<file path="src/design/utf8dec_pkg.sv">
// ----------------------------------------------------------------------------
// utf8dec_pkg
// Shared constants and helpers for the UTF-8 to code point decoder.
// ----------------------------------------------------------------------------
`default_nettype none

package utf8dec_pkg;

  localparam int unsigned CpW      = 21;
  localparam int unsigned InDataW  = 8;
  localparam int unsigned OutDataW = 24;
  localparam int unsigned CntW     = 3;

  localparam logic [CpW-1:0] ReplCp = 21'h00FFFD;
  localparam logic [CpW-1:0] MaxCp  = 21'h10FFFF;
  localparam logic [CpW-1:0] SurrLo = 21'h00D800;
  localparam logic [CpW-1:0] SurrHi = 21'h00DFFF;

  // Smallest code point that a sequence with this many continuation bytes may carry
  function automatic logic [CpW-1:0] min_for_len(input logic [1:0] extra);
    logic [CpW-1:0] lo;
    case (extra)
      2'd1:    lo = 21'h000080;
      2'd2:    lo = 21'h000800;
      2'd3:    lo = 21'h010000;
      default: lo = '0;
    endcase
    return lo;
  endfunction

endpackage

`default_nettype wire

</file>
<file path="src/design/utf8_to_codepoint_decoder_unit.sv">
// ----------------------------------------------------------------------------
// utf8_to_codepoint_decoder_unit
// Streaming UTF-8 decoder with U+FFFD replacement, one byte per transfer.
// ----------------------------------------------------------------------------
// A byte is decoded in the cycle it is taken; the results it causes are held
// in a burst register (count and final code point) and handed out one per
// cycle, while the output side is not stalled, through a registered output
// stage. A byte that causes at most one result is taken every cycle as long
// as the output side keeps taking transfers; a byte that causes n results (up
// to four) holds the input while the burst register drains. All results of a
// burst except the last are U+FFFD, and out_tlast marks the last one.
`default_nettype none

module utf8_to_codepoint_decoder_unit
  import utf8dec_pkg::*;
(
  input  wire logic                clk,
  input  wire logic                rst_n,
  input  wire logic                in_tvalid,
  output      logic                in_tready,
  input  wire logic [InDataW-1:0]  in_tdata,   // [7:0] data_byte
  input  wire logic                in_tlast,   // string_end
  output      logic                out_tvalid,
  input  wire logic                out_tready,
  output      logic [OutDataW-1:0] out_tdata,  // [20:0] code_point, [23:21] zero
  output      logic                out_tlast   // run_last
);

  // Decoder state
  logic [1:0]     needed_r, needed_nxt;
  logic [1:0]     received_r, received_nxt;
  logic [CpW-1:0] partial_r, partial_nxt;

  // Burst register
  logic [CntW-1:0] cnt_r, cnt_nxt;
  logic [CpW-1:0]  cp_r, cp_nxt;

  // Output stage
  logic           out_valid_r;
  logic [CpW-1:0] out_cp_r;
  logic           out_last_r;

  logic in_accept;
  logic out_load;

  logic [7:0] b;
  logic       is_cont;

  // Lead byte decode
  logic [CntW-1:0] lead_cnt;
  logic [CpW-1:0]  lead_cp;
  logic            lead_pend;
  logic [1:0]      lead_extra;
  logic [CpW-1:0]  lead_bits;

  logic [1:0]      rc_inc;
  logic [CpW-1:0]  part_ext;
  logic            part_bad;
  logic [CntW-1:0] desc_cnt;
  logic [CpW-1:0]  desc_cp;

  assign b       = in_tdata;
  assign is_cont = (b[7:6] == 2'b10);

  assign out_load  = (cnt_r != '0) && (!out_valid_r || out_tready);
  assign in_tready = (cnt_r == '0) || ((cnt_r == CntW'(1)) && out_load);
  assign in_accept = in_tvalid && in_tready;

  always_comb begin
    lead_cnt   = CntW'(1);
    lead_cp    = ReplCp;
    lead_pend  = 1'b0;
    lead_extra = 2'd0;
    lead_bits  = '0;
    if (!b[7]) begin
      lead_cp = CpW'(b);
    end else if (b[7:5] == 3'b110) begin
      lead_extra = 2'd1;
      lead_bits  = CpW'(b[4:0]);
    end else if (b[7:4] == 4'b1110) begin
      lead_extra = 2'd2;
      lead_bits  = CpW'(b[3:0]);
    end else if (b[7:3] == 5'b11110) begin
      lead_extra = 2'd3;
      lead_bits  = CpW'(b[2:0]);
    end
    // A valid lead waits for continuations unless the string ends here
    if (lead_extra != 2'd0 && !in_tlast) begin
      lead_cnt  = '0;
      lead_pend = 1'b1;
    end
  end

  always_comb begin
    rc_inc   = received_r + 2'd1;
    part_ext = {partial_r[CpW-7:0], b[5:0]};
    part_bad = (part_ext < min_for_len(needed_r)) || (part_ext > MaxCp) ||
               ((part_ext >= SurrLo) && (part_ext <= SurrHi));

    needed_nxt   = needed_r;
    received_nxt = received_r;
    partial_nxt  = partial_r;
    desc_cnt     = '0;
    desc_cp      = ReplCp;

    if (needed_r == 2'd0) begin
      desc_cnt = lead_cnt;
      desc_cp  = lead_cp;
      if (lead_pend) begin
        needed_nxt   = lead_extra;
        received_nxt = 2'd0;
        partial_nxt  = lead_bits;
      end
    end else if (is_cont) begin
      if (rc_inc == needed_r) begin
        if (part_bad) begin
          desc_cnt = {1'b0, rc_inc} + CntW'(1);
        end else begin
          desc_cnt = CntW'(1);
          desc_cp  = part_ext;
        end
        needed_nxt   = 2'd0;
        received_nxt = 2'd0;
        partial_nxt  = '0;
      end else if (in_tlast) begin
        desc_cnt     = {1'b0, rc_inc} + CntW'(1);
        needed_nxt   = 2'd0;
        received_nxt = 2'd0;
        partial_nxt  = '0;
      end else begin
        received_nxt = rc_inc;
        partial_nxt  = part_ext;
      end
    end else begin
      // Broken sequence: flush lead and continuations, then decode afresh
      desc_cnt = {1'b0, received_r} + CntW'(1) + lead_cnt;
      if (lead_cnt != '0) begin
        desc_cp = lead_cp;
      end
      if (lead_pend) begin
        needed_nxt   = lead_extra;
        received_nxt = 2'd0;
        partial_nxt  = lead_bits;
      end else begin
        needed_nxt   = 2'd0;
        received_nxt = 2'd0;
        partial_nxt  = '0;
      end
    end
  end

  always_comb begin
    cnt_nxt = cnt_r;
    cp_nxt  = cp_r;
    if (in_accept) begin
      cnt_nxt = desc_cnt;
      cp_nxt  = desc_cp;
    end else if (out_load) begin
      cnt_nxt = cnt_r - CntW'(1);
    end
  end

  always_ff @(posedge clk) begin
    if (!rst_n) begin
      needed_r    <= 2'd0;
      received_r  <= 2'd0;
      partial_r   <= '0;
      cnt_r       <= '0;
      out_valid_r <= 1'b0;
    end else begin
      if (in_accept) begin
        needed_r   <= needed_nxt;
        received_r <= received_nxt;
        partial_r  <= partial_nxt;
      end
      cnt_r <= cnt_nxt;
      if (out_load) begin
        out_valid_r <= 1'b1;
      end else if (out_tready) begin
        out_valid_r <= 1'b0;
      end
    end
  end

  always_ff @(posedge clk) begin
    cp_r <= cp_nxt;
    if (out_load) begin
      out_cp_r   <= (cnt_r == CntW'(1)) ? cp_r : ReplCp;
      out_last_r <= (cnt_r == CntW'(1));
    end
  end

  assign out_tvalid = out_valid_r;
  assign out_tdata  = {(OutDataW - CpW)'(0), out_cp_r};
  assign out_tlast  = out_last_r;

endmodule

`default_nettype wire

</file>
<file path="config.mk">
export PLATFORM = sky130hd
export DESIGN_NAME = utf8_to_codepoint_decoder_unit
export DESIGN_NICKNAME = d
export VERILOG_FILES = /design/src/design/utf8dec_pkg.sv /design/src/design/utf8_to_codepoint_decoder_unit.sv
export SDC_FILE = /design/constraint.sdc
export NUM_CORES = 1
export LEC_CHECK = 0
export ABC_AREA = 1
export BUFFER_PORTS_ARGS = -buffer_cell sky130_fd_sc_hd__buf_2
export CORE_MARGIN = 4
export CORE_UTILIZATION = 57
export DETAILED_ROUTE_END_ITERATION = 10
export PLACE_DENSITY_LB_ADDON = 0.1
export SLEW_MARGIN = 10
export SYNTH_ARGS = -nofsm -noshare
export SYNTH_HDL_FRONTEND = slang
export SYNTH_SLANG_ARGS = --single-unit
</file>
<file path="constraint.sdc">
create_clock -name clk -period 2.43 [get_ports clk]
set_input_delay 0.243 -clock clk [delete_from_list [all_inputs] [get_ports clk]]
set_output_delay 0.243 -clock clk [all_outputs]
set_load 0.01 [all_outputs]
</file>
==> impl_metrics.json, run 1 <==
{
  "diodes": 0,
  "post_cts_resized": 0,
  "p_int_mw": 2.426,
  "ys.flop_type": "edfxtp_1",
  "die-area_sq_um": 6737,
  "dp_cells": 414,
  "finalSetupViolations": 0,
  "irDropWorstVdd_mv": 0.5855,
  "fin_setup_tns_ns": 0,
  "finalCriticalPeriod_ns": 2.259,
  "worstRegToRegCells": 11,
  "via_per_inst": 5.019,
  "maxCapViolations": 0,
  "pwr-share-seq_pct": 46.5,
  "gr-total-overflow": 0,
  "drt-pass1-iter-count": 4,
  "clock_skew_ns": 0.01129,
  "synth-edff-count": 43,
  "crit_type": "flop to flop",
  "cts_sinks": 66,
  "n_fill_cell": 420,
  "ioPinCount": 40,
  "vias": 2158,
  "synth_area_leader_cell": "edfxtp_1",
  "slew_violations": 0,
  "worst_skew_pair.late_latency_ns": 0.33,
  "fin_nets": 376,
  "final_cell_area_sq_um": 3551,
  "routed_wl_mm": 5.299,
  "path_clk_slew_ns": 0.07,
  "hold_class": "input pin to flop",
  "seq_area_frac_synth_pct": 56.00,
  "swShare_pct": 32.50,
  "cts_root_buf": "clkbuf_8",
  "place.detailed.hpwl_mm": 3.906,
  "yosysMostFrequentCell": "nor2_1",
  "cts-htree-levels": 3,
  "yosys_warnings": 0,
  "multi_input_area_sq_um": 1151,
  "num_rows": 26,
  "instances_no_fill": 430,
  "ys_seq_elements": 66,
  "hold_path_end": "partial_r[0]",
  "crit_fanout": 6,
  "status": "complete, no violations",
  "rsz0062_at_grt": "false",
  "worst_pin_slew_ns": 0.6404,
  "whs_path_depth": 3,
  "whs_ns": 0.1659,
  "hp-start": "in_tdata[0]",
  "start_kind": "flop",
  "relSlewSlack_pct": 57.26,
  "initial_core_util_pct": 60.10,
  "cts_buffer_depth": 2,
  "power.share.combinational_pct": 29.4,
  "layout.area.seq_sq_um": 1752,
  "critPathRequiredTime_ns": 2.51,
  "antenna_found_initial": 0,
  "cts_buffers": 9,
  "grt_util_all_layers_pct": 17.67,
  "drive_gt1_share_pct": 30.83,
  "antenna_left": 0,
  "r2r_end": "cp_r[2]",
  "fmax_mhz": 442.7,
  "async_flop_share_pct": 0,
  "syn_avg_cell_area_sq_um": 10.03,
  "drt_iter0_markers": 118,
  "synthCells": 312,
  "power_frac_clock_pct": 24.0,
  "grt_first_pass_wirelength_mm": 8.852,
  "post-cts-setup-buffers": 0,
  "ys_types": 35,
  "place_area_sq_um": 3364,
  "layout_setup_ws_ns": 0.1710,
  "gp_congestion": 0.9308,
  "ctsHoldBuffers": 0,
  "p_per_area_nw_per_um2": 1012,
  "grt_max_degree": 23,
  "grt_pass1_vias": 1936,
  "syn_to_final_growth_pct": 13.52,
  "timing.rr.start": "received_r[0]",
  "portBuffers": 36,
  "ys_top_cells_by_area": "edfxtp_1, dfxtp_1, nor2_1",
  "core_sq_um": 5205,
  "die-width_microns": 82.08,
  "die_y_microns": 82.08,
  "period_share_pct": 92.96,
  "post-route-drc-count": 0,
  "power.leakage_nw": 1.427,
  "netlist.area_leader.share_pct": 41.28,
  "hold_viol_final": 0,
  "end_kind": "flop",
  "ys_top_cells_by_count": "nor2_1, edfxtp_1, nand2_1, inv_1, dfxtp_1",
  "routedWlPerCell_microns": 12.32,
  "p_sw_mw": 1.168,
  "synth_area_sq_um": 3128,
  "cts_tree": "yes",
  "reg2reg_slack_ns": 0.17,
  "crit_arrival_ns": 2.34,
  "place_ws_ns": 0.1934
}
cell usage in the layout (no fill, tap or decap), drive strengths merged:
cell type,count
conb,3
a21oi,30
nand4,2
buf,41
or2,19
inv,39
clkbuf,11
nor3,4
a211oi,10
a31oi,4
bufinv,1
o211a,1
clkinv,4
nor2,46
clkinvlp,2
xor2,2
nand2,42
edfxtp,43
nand3,10
dfxtp,23
o21ai,14
ha,8
o22a,1
worst max-delay path, cell delays in order (launching register included):
cell and delay (ns):
dfxtp_1 0.39, inv_1 0.13, ha_1 0.36, xor2_1 0.19, o21ai_2 0.12, a21oi_2 0.13
nand3_2 0.14, inv_2 0.12, nand2_2 0.09, nand2_2 0.10, inv_2 0.04, or2_1 0.20
cell type report:
type | count | area share [%]
inverter | 41 | 4.405
timing repair buffer | 41 | 6.131
multi-input combinational | 196 | 32.42
clock inverter | 5 | 1.550
sequential | 66 | 49.33
tap | 70 | 2.467
clock buffer | 11 | 3.700
layer usage:
metal	part of all wire [%]	track usage [%]	vias to the layer above
li1	-	-	1123
met4	2.2	7.973	0
met1	46	23.10	978
met3	4.7	4.605	10
met5	0	0	-
met2	47	27.54	47
flip-flops by register name, summed over array words and instances, names as in the netlist:
signal	cells
partial_r	15
out_tvalid	1
out_cp_r	21
needed_r	2
received_r	2
out_tlast	1
cnt_r	3
cp_r	21
cell families after synthesis:
family                     after synthesis  share of synthesized area, %
buffers and inverters                   52                         7.440
other                                    1                        0.1199
xor gates and xnor gates                 2                        0.5601
and+or+nand+nor                        123                         18.68
adders and majority gates                8                         3.200
DFF                                     66                         56.00
AOI/OAI and AO/OA                       60                         14.00
power by group through the flow:
stage | Sequential, mW | Clock (mW) | Combinational, mW
after floorplan | 1.76 | 0 | 0.695
after global placement | 1.69 | 0 | 1.05
after detailed placement | 1.70 | 0 | 1.07
after CTS | 1.67 | 0.891 | 1.07
after global routing | 1.70 | 0.952 | 1.20
final | 1.67 | 0.863 | 1.06
stage by stage:
stage / utilization, % / total power [mW]
finish: 68.22 / 3.593
CTS: 68.22 / 3.636
global route: 68.22 / 3.851
global placement: 64.64 / 2.739
floorplan: - / 2.451
detailed placement: 64.64 / 2.767
worst max path at each step:
stage / to / slack, ns / cells after the start / from
2_1_floorplan: cp_r[0] / 0.41 / 11 / received_r[0]
5_1_grt: cp_r[0] / 0.02 / 11 / received_r[0]
4_1_cts: cp_r[2] / 0.18 / 11 / received_r[0]
6_report: cp_r[2] / 0.17 / 11 / received_r[0]
3_5_place_dp: cp_r[2] / 0.19 / 11 / received_r[0]
3_3_place_gp: cp_r[2] / 0.28 / 11 / received_r[0]
Note: power is estimated with default switching activity, not from simulation.
==> run 2: changes to the inputs <==
- CORE_MARGIN: 4 -> 3
- PLACE_DENSITY: not set -> 0.79
- PLACE_DENSITY_LB_ADDON: 0.1 -> not set
- RECOVER_POWER: not set -> 100
==> run 2 against run 1 <==
Against the previous run: register-to-register slack improved by 0.05 ns; worst setup slack improved by 0.051 ns; worst hold slack got worse by 0.0038 ns; combinational power decreased by 6%; non-clock buffer count decreased by 1; sequential power about the same; clock-buffer cell count decreased by 1; routed wire length increased by 2.3%; via count increased by 2.1%; power decreased by 4.4%; core utilization decreased by 1.9 points; critical endpoint is now cp_r[0]; largest cell class unchanged.
==> impl_metrics.json, run 2 (synthesized netlist as in run 1, its figures left out) <==
{
  "core_sq_um": 5205,
  "initial_core_util_pct": 60.10,
  "instances_no_fill": 429,
  "power_frac_clock_pct": 21.9,
  "drive_gt1_share_pct": 21.73,
  "pwr-share-seq_pct": 48.8,
  "cts-htree-levels": 3,
  "diodes": 0,
  "gr-total-overflow": 0,
  "gp_congestion": 0.9525,
  "crit_type": "flop to flop",
  "power.share.combinational_pct": 29.2,
  "slowest_stage": "dfxtp_2",
  "worst_skew_pair.late_latency_ns": 0.33,
  "hold_viol_final": 0,
  "routed_wl_mm": 5.423,
  "fin_nets": 375,
  "die-area_sq_um": 6413,
  "max_stage_delay_ns": 0.37,
  "cts_buffer_depth": 2,
  "worst_pin_slew_ns": 0.7071,
  "slew_violations": 0,
  "num_rows": 26,
  "place.detailed.hpwl_mm": 3.869,
  "p_per_area_nw_per_um2": 996.0,
  "fmax_mhz": 452.9,
  "top_regs": "cp_r: 21 flops, out_cp_r: 21 flops, partial_r: 15 flops",
  "drt-pass1-iter-count": 4,
  "portBuffers": 36,
  "ctsHoldBuffers": 0,
  "post-route-drc-count": 0,
  "cts_sinks": 66,
  "relSlewSlack_pct": 52.86,
  "die_y_microns": 80.08,
  "routedWlPerCell_microns": 12.64,
  "finalCriticalPeriod_ns": 2.208,
  "via_per_inst": 5.135,
  "irDropWorstVdd_mv": 0.5946,
  "antenna_found_initial": 0,
  "end_kind": "flop",
  "fin_setup_tns_ns": 0,
  "grt_util_all_layers_pct": 19.07,
  "period_share_pct": 90.87,
  "cts_tree": "yes",
  "p_int_mw": 2.264,
  "cpMostUsedCell": "inv_2",
  "start_kind": "flop",
  "mostFrequentLayoutCell": "nor2_1",
  "vias": 2203,
  "die-width_microns": 80.08,
  "status": "complete, no violations",
  "hold_class": "input pin to flop",
  "power.leakage_nw": 1.359,
  "drt_iter0_markers": 133,
  "grt_pass1_vias": 2003,
  "maxCapViolations": 0,
  "grt_max_degree": 29,
  "finalSetupViolations": 0,
  "path_clk_slew_ns": 0.07,
  "p_sw_mw": 1.171,
  "antenna_left": 0,
  "cts_root_buf": "clkbuf_8",
  "crit_arrival_ns": 2.29,
  "final_cell_mix": "nor2_1, edfxtp_1, nand2_1, inv_1, a21oi_1",
  "cts_buffers": 9,
  "swShare_pct": 34.09,
  "crit_fanout": 6,
  "syn_to_final_growth_pct": 10.28,
  "rsz0062_at_grt": "false",
  "clock_skew_ns": 0.01082,
  "critPathRequiredTime_ns": 2.51,
  "ioPinCount": 40,
  "cp_cell_sequence": "inv_2 -> ha_1 -> xor2_1 -> o21ai_2 -> a21oi_2 -> nand3_2 -> inv_2 -> nand2_2 -> nand2_1 -> inv_2 -> or2_1",
  "dp_cells": 413,
  "grt_first_pass_wirelength_mm": 9.266
}
run 2: changes by cell type in the layout (fill, tap and decap cells not counted), sizes merged:
cell	delta
clkbuf	+24
clkinvlp	+1
bufinv	-1
clkinv	+1
buf	-26
run 2: final cells by class:
class	instances	area, sq um
Fill cell	437	1755
Sequential cell	66	1753
Multi-Input combinational cell	196	1116
Timing Repair Buffer	40	175.2
Inverter	41	156.4
Clock buffer	10	127.6
Tap cell	70	87.58
Clock inverter	6	33.78
run 2: what timing repair did:
action,4_1_cts,5_1_grt
resized for setup,0,2
setup endpoints to repair,0,5
buffers inserted,0,0
run 2: metrics by stage:
| stage | hold WS, ns | setup slack [ns] | power, mW | utilization, % | instance area (sq um) |
|---|---|---|---|---|---|
| floorplan | 0.3870 | 0.4075 | 2.451 | - | 3136 |
| global placement | 0.4817 | 0.2847 | 2.725 | 64.50 | 3357 |
| detailed placement | 0.4885 | 0.1794 | 2.760 | 64.50 | 3357 |
| CTS | 0.1432 | 0.1481 | 3.514 | 67.60 | 3518 |
| global route | 0.1706 | 0.04424 | 3.685 | 66.27 | 3450 |
| finish | 0.1621 | 0.2219 | 3.436 | 66.27 | 3450 |
run 2: critical path, delay by kind of cell, from the launching register on:
family,cells,cell delay [ns]
AND/OR/NAND/NOR,4,0.54
AO/OA/AOI/OAI,2,0.25
buffers and inverters,3,0.24
flip-flops,1,0.37
adder cells (fa/ha/maj),1,0.34
XOR/XNOR,1,0.19
run 2: path summary, 6_finish.rpt:
check | startpoint | endpoint | slack [ns] | cells past startpoint
max | received_r[0] | cp_r[0] | 0.22 | 11
min | in_tdata[1] | partial_r[1] | 0.16 | 3
max reg2reg | received_r[0] | cp_r[0] | 0.22 | 11
min reg2reg | out_tvalid | out_tvalid | 0.50 | 2
run 2: power by group through the flow:
stage	combinational, mW	sequential, mW	clock [mW]
after floorplan	0.695	1.76	0
after global placement	1.04	1.69	0
after detailed placement	1.06	1.70	0
after CTS	1.07	1.67	0.772
after global routing	1.15	1.70	0.837
final	1.00	1.68	0.753
run 2: layer usage:
| metal | vias up | wire length (microns) | GRT usage, % |
|---|---|---|---|
| met1 | 996 | 2373 | 24.89 |
| met5 | - | 0 | 0 |
| met4 | 0 | 105 | 7.601 |
| li1 | 1120 | - | - |
| met2 | 74 | 2558 | 30.22 |
| met3 | 13 | 385 | 5.157 |
